===== config.mk =====
export PLATFORM = sky130hd
export DESIGN_NAME = bsrs_ctrl
export DESIGN_NICKNAME = d
export VERILOG_FILES = /design/src/rtl/bsrs_pkg.sv /design/src/rtl/bsrs_ctrl.sv
export SDC_FILE = /design/constraint.sdc
export NUM_CORES = 1
export LEC_CHECK = 0
export CAP_MARGIN = 5
export CORE_AREA = 5 5 42 44
export DETAILED_ROUTE_END_ITERATION = 12
export DIE_AREA = 0 0 47 49
export DONT_BUFFER_PORTS = 1
export PLACE_DENSITY = 0.68
export SYNTH_ARGS = -nofsm -noshare
export SYNTH_HDL_FRONTEND = slang
export SYNTH_SLANG_ARGS = --single-unit

===== constraint.sdc =====
create_clock -name clock -period 2.81 [get_ports clock]
set_clock_uncertainty 0.1 [all_clocks]
set_input_delay 0.4215 -clock clock [delete_from_list [all_inputs] [get_ports clock]]
set_output_delay 0.4215 -clock clock [all_outputs]
set_load 0.02 [all_outputs]

===== src/rtl/bsrs_pkg.sv =====
package bsrs_pkg;

   localparam int DEPTH_DEFAULT = 256;
   localparam int VALUE_W       = 32;
   localparam int RANK_W        = 8;
   localparam int COUNT_W       = 9;
   localparam int CAP_W         = 9;
   localparam int BIT_W         = 5;
   localparam logic [CAP_W-1:0] CAP_RESET = 9'd256;

   typedef enum logic [1:0] {
      KIND_INSERT   = 2'd0,
      KIND_ERASE    = 2'd1,
      KIND_CONTAINS = 2'd2,
      KIND_GET      = 2'd3
   } kind_type;

   // what the datapath does with each entry read during a sweep
   typedef enum logic [1:0] {
      MODE_FIND  = 2'd0,
      MODE_SHIFT = 2'd1,
      MODE_PASS  = 2'd2
   } mode_type;

   typedef struct packed {
      logic     latch;
      logic     go;
      mode_type mode;
      logic     pass_end;
      logic     commit_insert;
      logic     commit_erase;
      logic     respond;
      logic     rsp_ok;
      logic     rsp_item;
   } cmd_type;

   typedef struct packed {
      logic found;
      logic idle;
      logic last_bit;
      logic can_insert;
      logic rank_ok;
   } status_type;

endpackage


===== src/rtl/bsrs_ctrl.sv =====
module bsrs_ctrl (
   input  logic                 clock,
   input  logic                 reset,
   input  logic                 start,
   input  logic [1:0]           req_kind,
   input  bsrs_pkg::status_type status,
   output bsrs_pkg::cmd_type    cmd,
   output logic                 busy
);

   typedef enum logic [5:0] {
      ST_IDLE  = 6'b000001,
      ST_FIND  = 6'b000010,
      ST_SHIFT = 6'b000100,
      ST_RSEL  = 6'b001000,
      ST_RANK  = 6'b010000,
      ST_DONE  = 6'b100000
   } state_type;

   state_type          state_ff, state_in;
   bsrs_pkg::kind_type kind_ff, kind_in;
   logic               ok_ff, ok_in;

   always_ff @(posedge clock) begin
      if (reset) begin
         state_ff <= ST_IDLE;
         kind_ff  <= bsrs_pkg::KIND_INSERT;
         ok_ff    <= 1'b0;
      end else begin
         state_ff <= state_in;
         kind_ff  <= kind_in;
         ok_ff    <= ok_in;
      end
   end

   always_comb begin
      state_in = state_ff;
      kind_in  = kind_ff;
      ok_in    = ok_ff;
      cmd      = '0;
      cmd.mode = bsrs_pkg::MODE_FIND;
      unique case (state_ff)
         ST_IDLE: begin
            if (start) begin
               cmd.latch = 1'b1;
               kind_in   = bsrs_pkg::kind_type'(req_kind);
               if (bsrs_pkg::kind_type'(req_kind) == bsrs_pkg::KIND_GET) begin
                  state_in = ST_RSEL;
               end else begin
                  cmd.go   = 1'b1;
                  state_in = ST_FIND;
               end
            end
         end
         ST_FIND: begin
            if (status.idle) begin
               state_in = ST_DONE;
               ok_in    = 1'b0;
               unique case (kind_ff)
                  bsrs_pkg::KIND_INSERT: begin
                     if (!status.found && status.can_insert) begin
                        cmd.commit_insert = 1'b1;
                        ok_in             = 1'b1;
                     end
                  end
                  bsrs_pkg::KIND_ERASE: begin
                     if (status.found) begin
                        cmd.go   = 1'b1;
                        cmd.mode = bsrs_pkg::MODE_SHIFT;
                        state_in = ST_SHIFT;
                     end
                  end
                  bsrs_pkg::KIND_CONTAINS: begin
                     ok_in = status.found;
                  end
                  default: begin
                     ok_in = 1'b0;
                  end
               endcase
            end
         end
         ST_SHIFT: begin
            if (status.idle) begin
               cmd.commit_erase = 1'b1;
               ok_in            = 1'b1;
               state_in         = ST_DONE;
            end
         end
         ST_RSEL: begin
            if (status.rank_ok) begin
               cmd.go   = 1'b1;
               cmd.mode = bsrs_pkg::MODE_PASS;
               state_in = ST_RANK;
            end else begin
               ok_in    = 1'b0;
               state_in = ST_DONE;
            end
         end
         ST_RANK: begin
            if (status.idle) begin
               cmd.pass_end = 1'b1;
               if (status.last_bit) begin
                  ok_in    = 1'b1;
                  state_in = ST_DONE;
               end else begin
                  cmd.go   = 1'b1;
                  cmd.mode = bsrs_pkg::MODE_PASS;
               end
            end
         end
         ST_DONE: begin
            cmd.respond  = 1'b1;
            cmd.rsp_ok   = ok_ff;
            cmd.rsp_item = ok_ff && (kind_ff == bsrs_pkg::KIND_GET);
            state_in     = ST_IDLE;
         end
         default: begin
            state_in = ST_IDLE;
         end
      endcase
   end

   assign busy = (state_ff != ST_IDLE);

endmodule


==> results of run 1 <==
-- per-stage QoR --
step / std cells / cell area [um^2] / hold WS [ns]
6_report: 116 / 791 / 0.110
5_1_grt: 116 / 791 / 0.0978
4_1_cts: 116 / 787 / 0.108
3_5_place_dp: 112 / 759 / 0.372
3_3_place_gp: 112 / 759 / 0.361
2_1_floorplan: 94 / 703 / 0.348
-- cells by family (layout without fill, tap and decap cells) --
group	Yosys count	count (layout)	share of synthesized area
muxes	3	3	0.0427
xor gates and xnor gates	1	1	0.0125
DFF	9	9	0.256
AOI/OAI and AO/OA	21	21	0.201
buffers and inverters	8	14	0.0445
and+or+nand+nor	52	52	0.443
-- report_power, final --
| part | total, mW | switching [mW] | internal (mW) |
|---|---|---|---|
| sequential | 0.145 | 0.0107 | 0.135 |
| combinational | 0.0810 | 0.0445 | 0.0365 |
| clock | 0.101 | 0.0481 | 0.0526 |
-- final cells by class --
type,count,area [um^2],share of cell area
timing repair buffer,8,60.1,0.0759
sequential,9,181,0.229
inverter,2,7.51,0.00949
clock inverter,1,5.00,0.00633
clock buffer,3,22.5,0.0285
multi-input combinational,77,494,0.625
tap,16,20.0,0.0253
-- timing repair --
item | 4_1_cts | 5_1_grt
buffers inserted | 0 | 0
gates resized for setup | 0 | 2
hold endpoints to repair | 0 | 0
setup endpoints to repair | 0 | 1
-- cells in the mapped netlist, types with 2 or more instances --
cell type  instances
nor3b_1            4
dfxtp_1            9
nand2b_1           6
nand2_1            8
nor2_1            12
a31oi_1            2
nor2b_1            3
inv_1              2
and2_1             2
a21oi_1            7
nand3_1            3
nand3b_1           2
o21ai_0            4
nor3_1             2
mux2i_1            3
clkbuf_1           4
-- registers in the layout (all words and copies together), names as in the netlist --
register / flops
kind_ff: 2
ok_ff: 1
state_ff: 6
-- path summary, 6_finish.rpt --
check,from,to,slack [ns],cells after the start
worst max register to register,state_ff[1]$_SDFFE_PP0P_,kind_ff[1]$_SDFFE_PP0P_,0.75,5
worst min-delay path,reset,state_ff[1]$_SDFFE_PP0P_,0.11,1
worst max-delay path,state_ff[1]$_SDFFE_PP0P_,cmd[8],0.08,5
worst min register to register,ok_ff$_SDFFE_PP0P_,ok_ff$_SDFFE_PP0P_,0.38,2
-- metal layers --
| layer | up-vias | part of all wire | global-route usage | routed length (um) |
|---|---|---|---|---|
| met5 | - | 0 | 0 | 0 |
| met4 | 0 | 0.028 | 0.0968 | 45 |
| met3 | 6 | 0.090 | 0.0480 | 144 |
| met2 | 29 | 0.47 | 0.213 | 742 |
| met1 | 311 | 0.42 | 0.203 | 662 |
| li1 | 350 | - | - | - |
==> flow_metrics.tcl, run 1 <==
set metrics [dict create \
    routabilityCongestion 0.845 \
    synth_area_leader_cell "dfxtp_1" \
    avgViaCountPerCell 6.00 \
    cts_made_buffers 3 \
    clock_tree.htree_level_count 1 \
    cts_root_buffer "clkbuf_4" \
    setup.worst_path.start_class "flop" \
    worst-slew-pin-transition_ns 0.463 \
    post_drt_wl_per_cell_um 13.7 \
    clkLatencyLatePin_ns 0.27 \
    mapped_cell_area_um2 703 \
    worst_slack_ns 0.0774 \
    synthToLayoutAreaGrowth_pct 12.5 \
    relSlewSlack 0.688 \
    crit_buf_inv 0 \
    path_type_of_the_worst_min_delay_path "input pin to flop" \
    final-setup-viol-count 0 \
    postSynthAreaPerCell_um2 7.48 \
    placementRows 14 \
    antenna_cells_inserted 0 \
    critical-path-slowest-cell "or4_4" \
    drtPass1Iterations 4 \
    critPathMostFrequentCell "or3b_4" \
    core_um2 1400 \
    io_buffers 0 \
    cp_cell_sequence "or4_4 -> or3b_4 -> nor2_8 -> nand2_1 -> or3b_4" \
    hold_violations 0 \
    vdd_drop_max_mv 0.282 \
    syn_nets 104 \
    total_leakage_power_nw 0.299 \
    run_status "completed" \
    pre_cts_slack_ns 0.322 \
    n_fill_cell 147 \
    num_vias 696 \
    setup.worst_path.end_class "primary output" \
    critical_path.top_delay_family "simple AND/OR/NAND/NOR gates" \
    dpl.hpwl_um 1260 \
    die_y_um 49 \
    edff_count_synth 0 \
    cp_slowest_stage_delay_ns 0.54 \
    first_pass_grt_wire_length_um 2590 \
    start_util 0.502 \
    die_area_um2 2300 \
    clock_path_buffers 2 \
    critical_path_arrival_ns 2.21 \
    hold_buffers 0 \
    drt_wl_total_um 1590 \
    grt_max_degree 17 \
    ant_nets 0 \
    postSynth.asyncResetShare 0 \
    synth_cell_types 37 \
    ys_seq_area_frac 0.256 \
    drive_above_1_share 0.190 \
    synth.ff_latch_count 9 \
    synthesis.instances 94 \
    synth_warnings 0 \
    cts_tree "built" \
    count_of_clock_tree_sinks 9 \
    synth-main-ff-cell "dfxtp_1" \
    synth_area_leaders "dfxtp_1 26%, nor2_1 6.4%, nand2b_1 5.3%, a21oi_1 5.0%, mux2i_1 4.3%" \
    synth_top_cell_area_share 0.256 \
    worst-setup-path-type "flop to primary output" \
    timing_max_transition_violations_final 0 \
    cp_max_fo 9 \
    ios 21 \
    p_per_area_nw_per_um2 414 \
    detail_route.drc_violations 0 \
    most-common-layout-cells "12 x nor2_1, 8 x nand2_1, 8 x dfxtp_1, 8 x buf_4, 7 x a21oi_1" \
    total_routing_usage_reported_by_global_routing 0.155 \
    grt_antenna_before_repair 0 \
    grt_pass1_vias 612 \
    period_share 0.972 \
    die-width_um 47 \
    gr-total-overflow 0 \
    most_common_cell_after_layout_fill_and_taps_aside "nor2_1" \
    grt_setup_unrepaired "no" \
    worst-endpoint-required_ns 2.29 \
    setup_tns_ns 0 \
    totalPowerFinal_mw 0.327 \
    max_cap_viol_count 0 \
    drtIter0Drc 14 \
    layout.nets 111 \
    core_occupancy_in_the_finished_layout 0.564 \
    max_freq_ghz 0.366 \
    path_clk_slew_ns 0.06 \
    final_critical_delay_including_setup_and_external_delays_ns 2.73 \
]
(Power assumes the default switching activity.)
==> run 2: changes to the inputs <==
- CORE_AREA: 5 5 42 44 -> default
- CORE_MARGIN: default -> 2
- CORE_UTILIZATION: default -> 30
- DIE_AREA: 0 0 47 49 -> default
- PLACE_DENSITY: 0.68 -> default
==> flow_metrics.tcl, run 2 (synthesized netlist as in run 1, its figures left out) <==
set metrics [dict create \
    final_critical_delay_including_setup_and_external_delays_ns 2.73 \
    switching_share 0.310 \
    cts_tree "built" \
    grt_antenna_before_repair 0 \
    clock_path_buffers 2 \
    grt_max_degree 17 \
    detail_route.drc_violations 0 \
    largest_register_ffs 6 \
    clkPwrFrac 0.307 \
    post_drt_wl_per_cell_um 13.2 \
    dp.cells 123 \
    vdd_drop_max_mv 0.297 \
    grt_setup_unrepaired "no" \
    setup_tns_ns 0 \
    p_per_area_nw_per_um2 409 \
    most_common_cell_after_layout_fill_and_taps_aside "nor2_1" \
    layout.nets 110 \
    reg2reg_setup_slack_ns 0.77 \
    run_status "completed" \
    timing_max_transition_violations_final 0 \
    placed_area_um2 767 \
    leading_registers_by_flop_count "state_ff (6), kind_ff (2), ok_ff (1)" \
    die-width_um 52.4 \
    placementRows 17 \
    worst_r2r_path_depth 5 \
    final_cells 127 \
    count_of_clock_tree_sinks 9 \
    start_util 0.318 \
    power_frac_seq 0.445 \
    num_vias 661 \
    synthToLayoutAreaGrowth_pct 13.3 \
    totalPowerFinal_mw 0.326 \
    max_freq_ghz 0.367 \
    most-common-layout-cells "12 x nor2_1, 8 x nand2_1, 8 x dfxtp_1, 7 x a21oi_1, 7 x buf_4" \
    critical_path_arrival_ns 2.21 \
    ant_nets 0 \
    cts_root_buffer "clkbuf_4" \
    drtPass1Iterations 4 \
    ios 21 \
    clock_tree.htree_level_count 1 \
    first_pass_grt_wire_length_um 2690 \
    design_area_um2 797 \
    comb_power_share 0.248 \
    crit_start "state_ff[1]$_SDFFE_PP0P_" \
    die_y_um 52.4 \
    drt_wl_total_um 1670 \
    internal-power_mw 0.225 \
    netSwitchingPower_mw 0.101 \
    worst_setup_path_endpoint "cmd[8]" \
    hold_violations 0 \
    setup.worst_path.start_class "flop" \
    drtIter0Drc 7 \
    finalHoldWorstSlack_ns 0.120 \
    routabilityCongestion 0.756 \
    gr-total-overflow 0 \
    cp_max_fo 9 \
    drive_above_1_share 0.172 \
    total_routing_usage_reported_by_global_routing 0.136 \
    final-setup-viol-count 0 \
    total_leakage_power_nw 0.291 \
    n_fill_cell 247 \
    core_um2 2210 \
    path_clk_slew_ns 0.06 \
    avgViaCountPerCell 5.20 \
    max_cap_viol_count 0 \
    grt_pass1_vias 639 \
    postCtsSetupBuffers 0 \
    clkLatencyLatePin_ns 0.26 \
    crit-reg2reg-capture "kind_ff[0]$_SDFFE_PP0P_" \
    relSlewSlack 0.684 \
    dpl.hpwl_um 1290 \
    period_share 0.971 \
    die_area_um2 2750 \
    multiInputGateArea_um2 494 \
    cts_made_buffers 3 \
    worst-endpoint-required_ns 2.29 \
    setup.worst_path.end_class "primary output" \
    antenna_cells_inserted 0 \
    worst-setup-path-type "flop to primary output" \
    io_buffers 0 \
    top_reg_by_flops "state_ff" \
    r2r_start "state_ff[1]$_SDFFE_PP0P_" \
    worst-slew-pin-transition_ns 0.467 \
    area.sequential_um2 181 \
    path_type_of_the_worst_min_delay_path "input pin to flop" \
]
run 2: area by class of cell:
type | instances | area share
Multi-Input combinational cell | 77 | 0.620
Inverter | 2 | 0.00942
Clock buffer | 4 | 0.0330
Timing Repair Buffer | 7 | 0.0659
Tap cell | 28 | 0.0440
Sequential cell | 9 | 0.228
run 2: repair_timing:
item / CTS / global route
setup endpoints to repair: 1 / 1
hold buffers: 0 / 0
pin swaps: 0 / 1
gates resized for setup: 2 / 0
run 2: worst max-delay path: stages (launching register included):
cell and delay [ns]:
dfxtp_1 0.37, or4_4 0.56, or3b_4 0.47, nor2_8 0.18
nand2_1 0.09, or3b_4 0.27
run 2: stage by stage:
stage / setup slack, ns / utilization
finish: 0.0829 / 0.360
global route: 0.00691 / 0.360
CTS: 0.0487 / 0.360
detailed placement: 0.286 / 0.347
global placement: 0.317 / 0.347
floorplan: 0.189 / -
run 2: layer usage:
metal  GRT usage  share of wire  vias up
met3      0.0371          0.047        4
met5           0              0        -
li1            -              -      343
met4      0.0769          0.015        0
met2       0.217           0.47       14
met1       0.162           0.47      300
run 2: power groups by stage:
stage	Sequential, mW	Clock, mW	Combinational, mW
global route	0.147	0.110	0.0892
floorplan	0.142	0	0.0744
detailed placement	0.148	0	0.0794
finish	0.145	0.100	0.0809
CTS	0.145	0.106	0.0814
global placement	0.147	0	0.0791
run 2: worst min-delay path by stage:
| stage | start | endpoint | slack (ns) | depth (start not counted) |
|---|---|---|---|---|
| after floorplan | ok_ff$_SDFFE_PP0P_ | ok_ff$_SDFFE_PP0P_ | 0.35 | 2 |
| after CTS | reset | kind_ff[0]$_SDFFE_PP0P_ | 0.11 | 1 |
| after global routing | reset | state_ff[2]$_SDFFE_PP0P_ | 0.11 | 1 |
| after global placement | ok_ff$_SDFFE_PP0P_ | ok_ff$_SDFFE_PP0P_ | 0.36 | 2 |
| final | reset | state_ff[2]$_SDFFE_PP0P_ | 0.12 | 1 |
| after detailed placement | ok_ff$_SDFFE_PP0P_ | ok_ff$_SDFFE_PP0P_ | 0.37 | 2 |
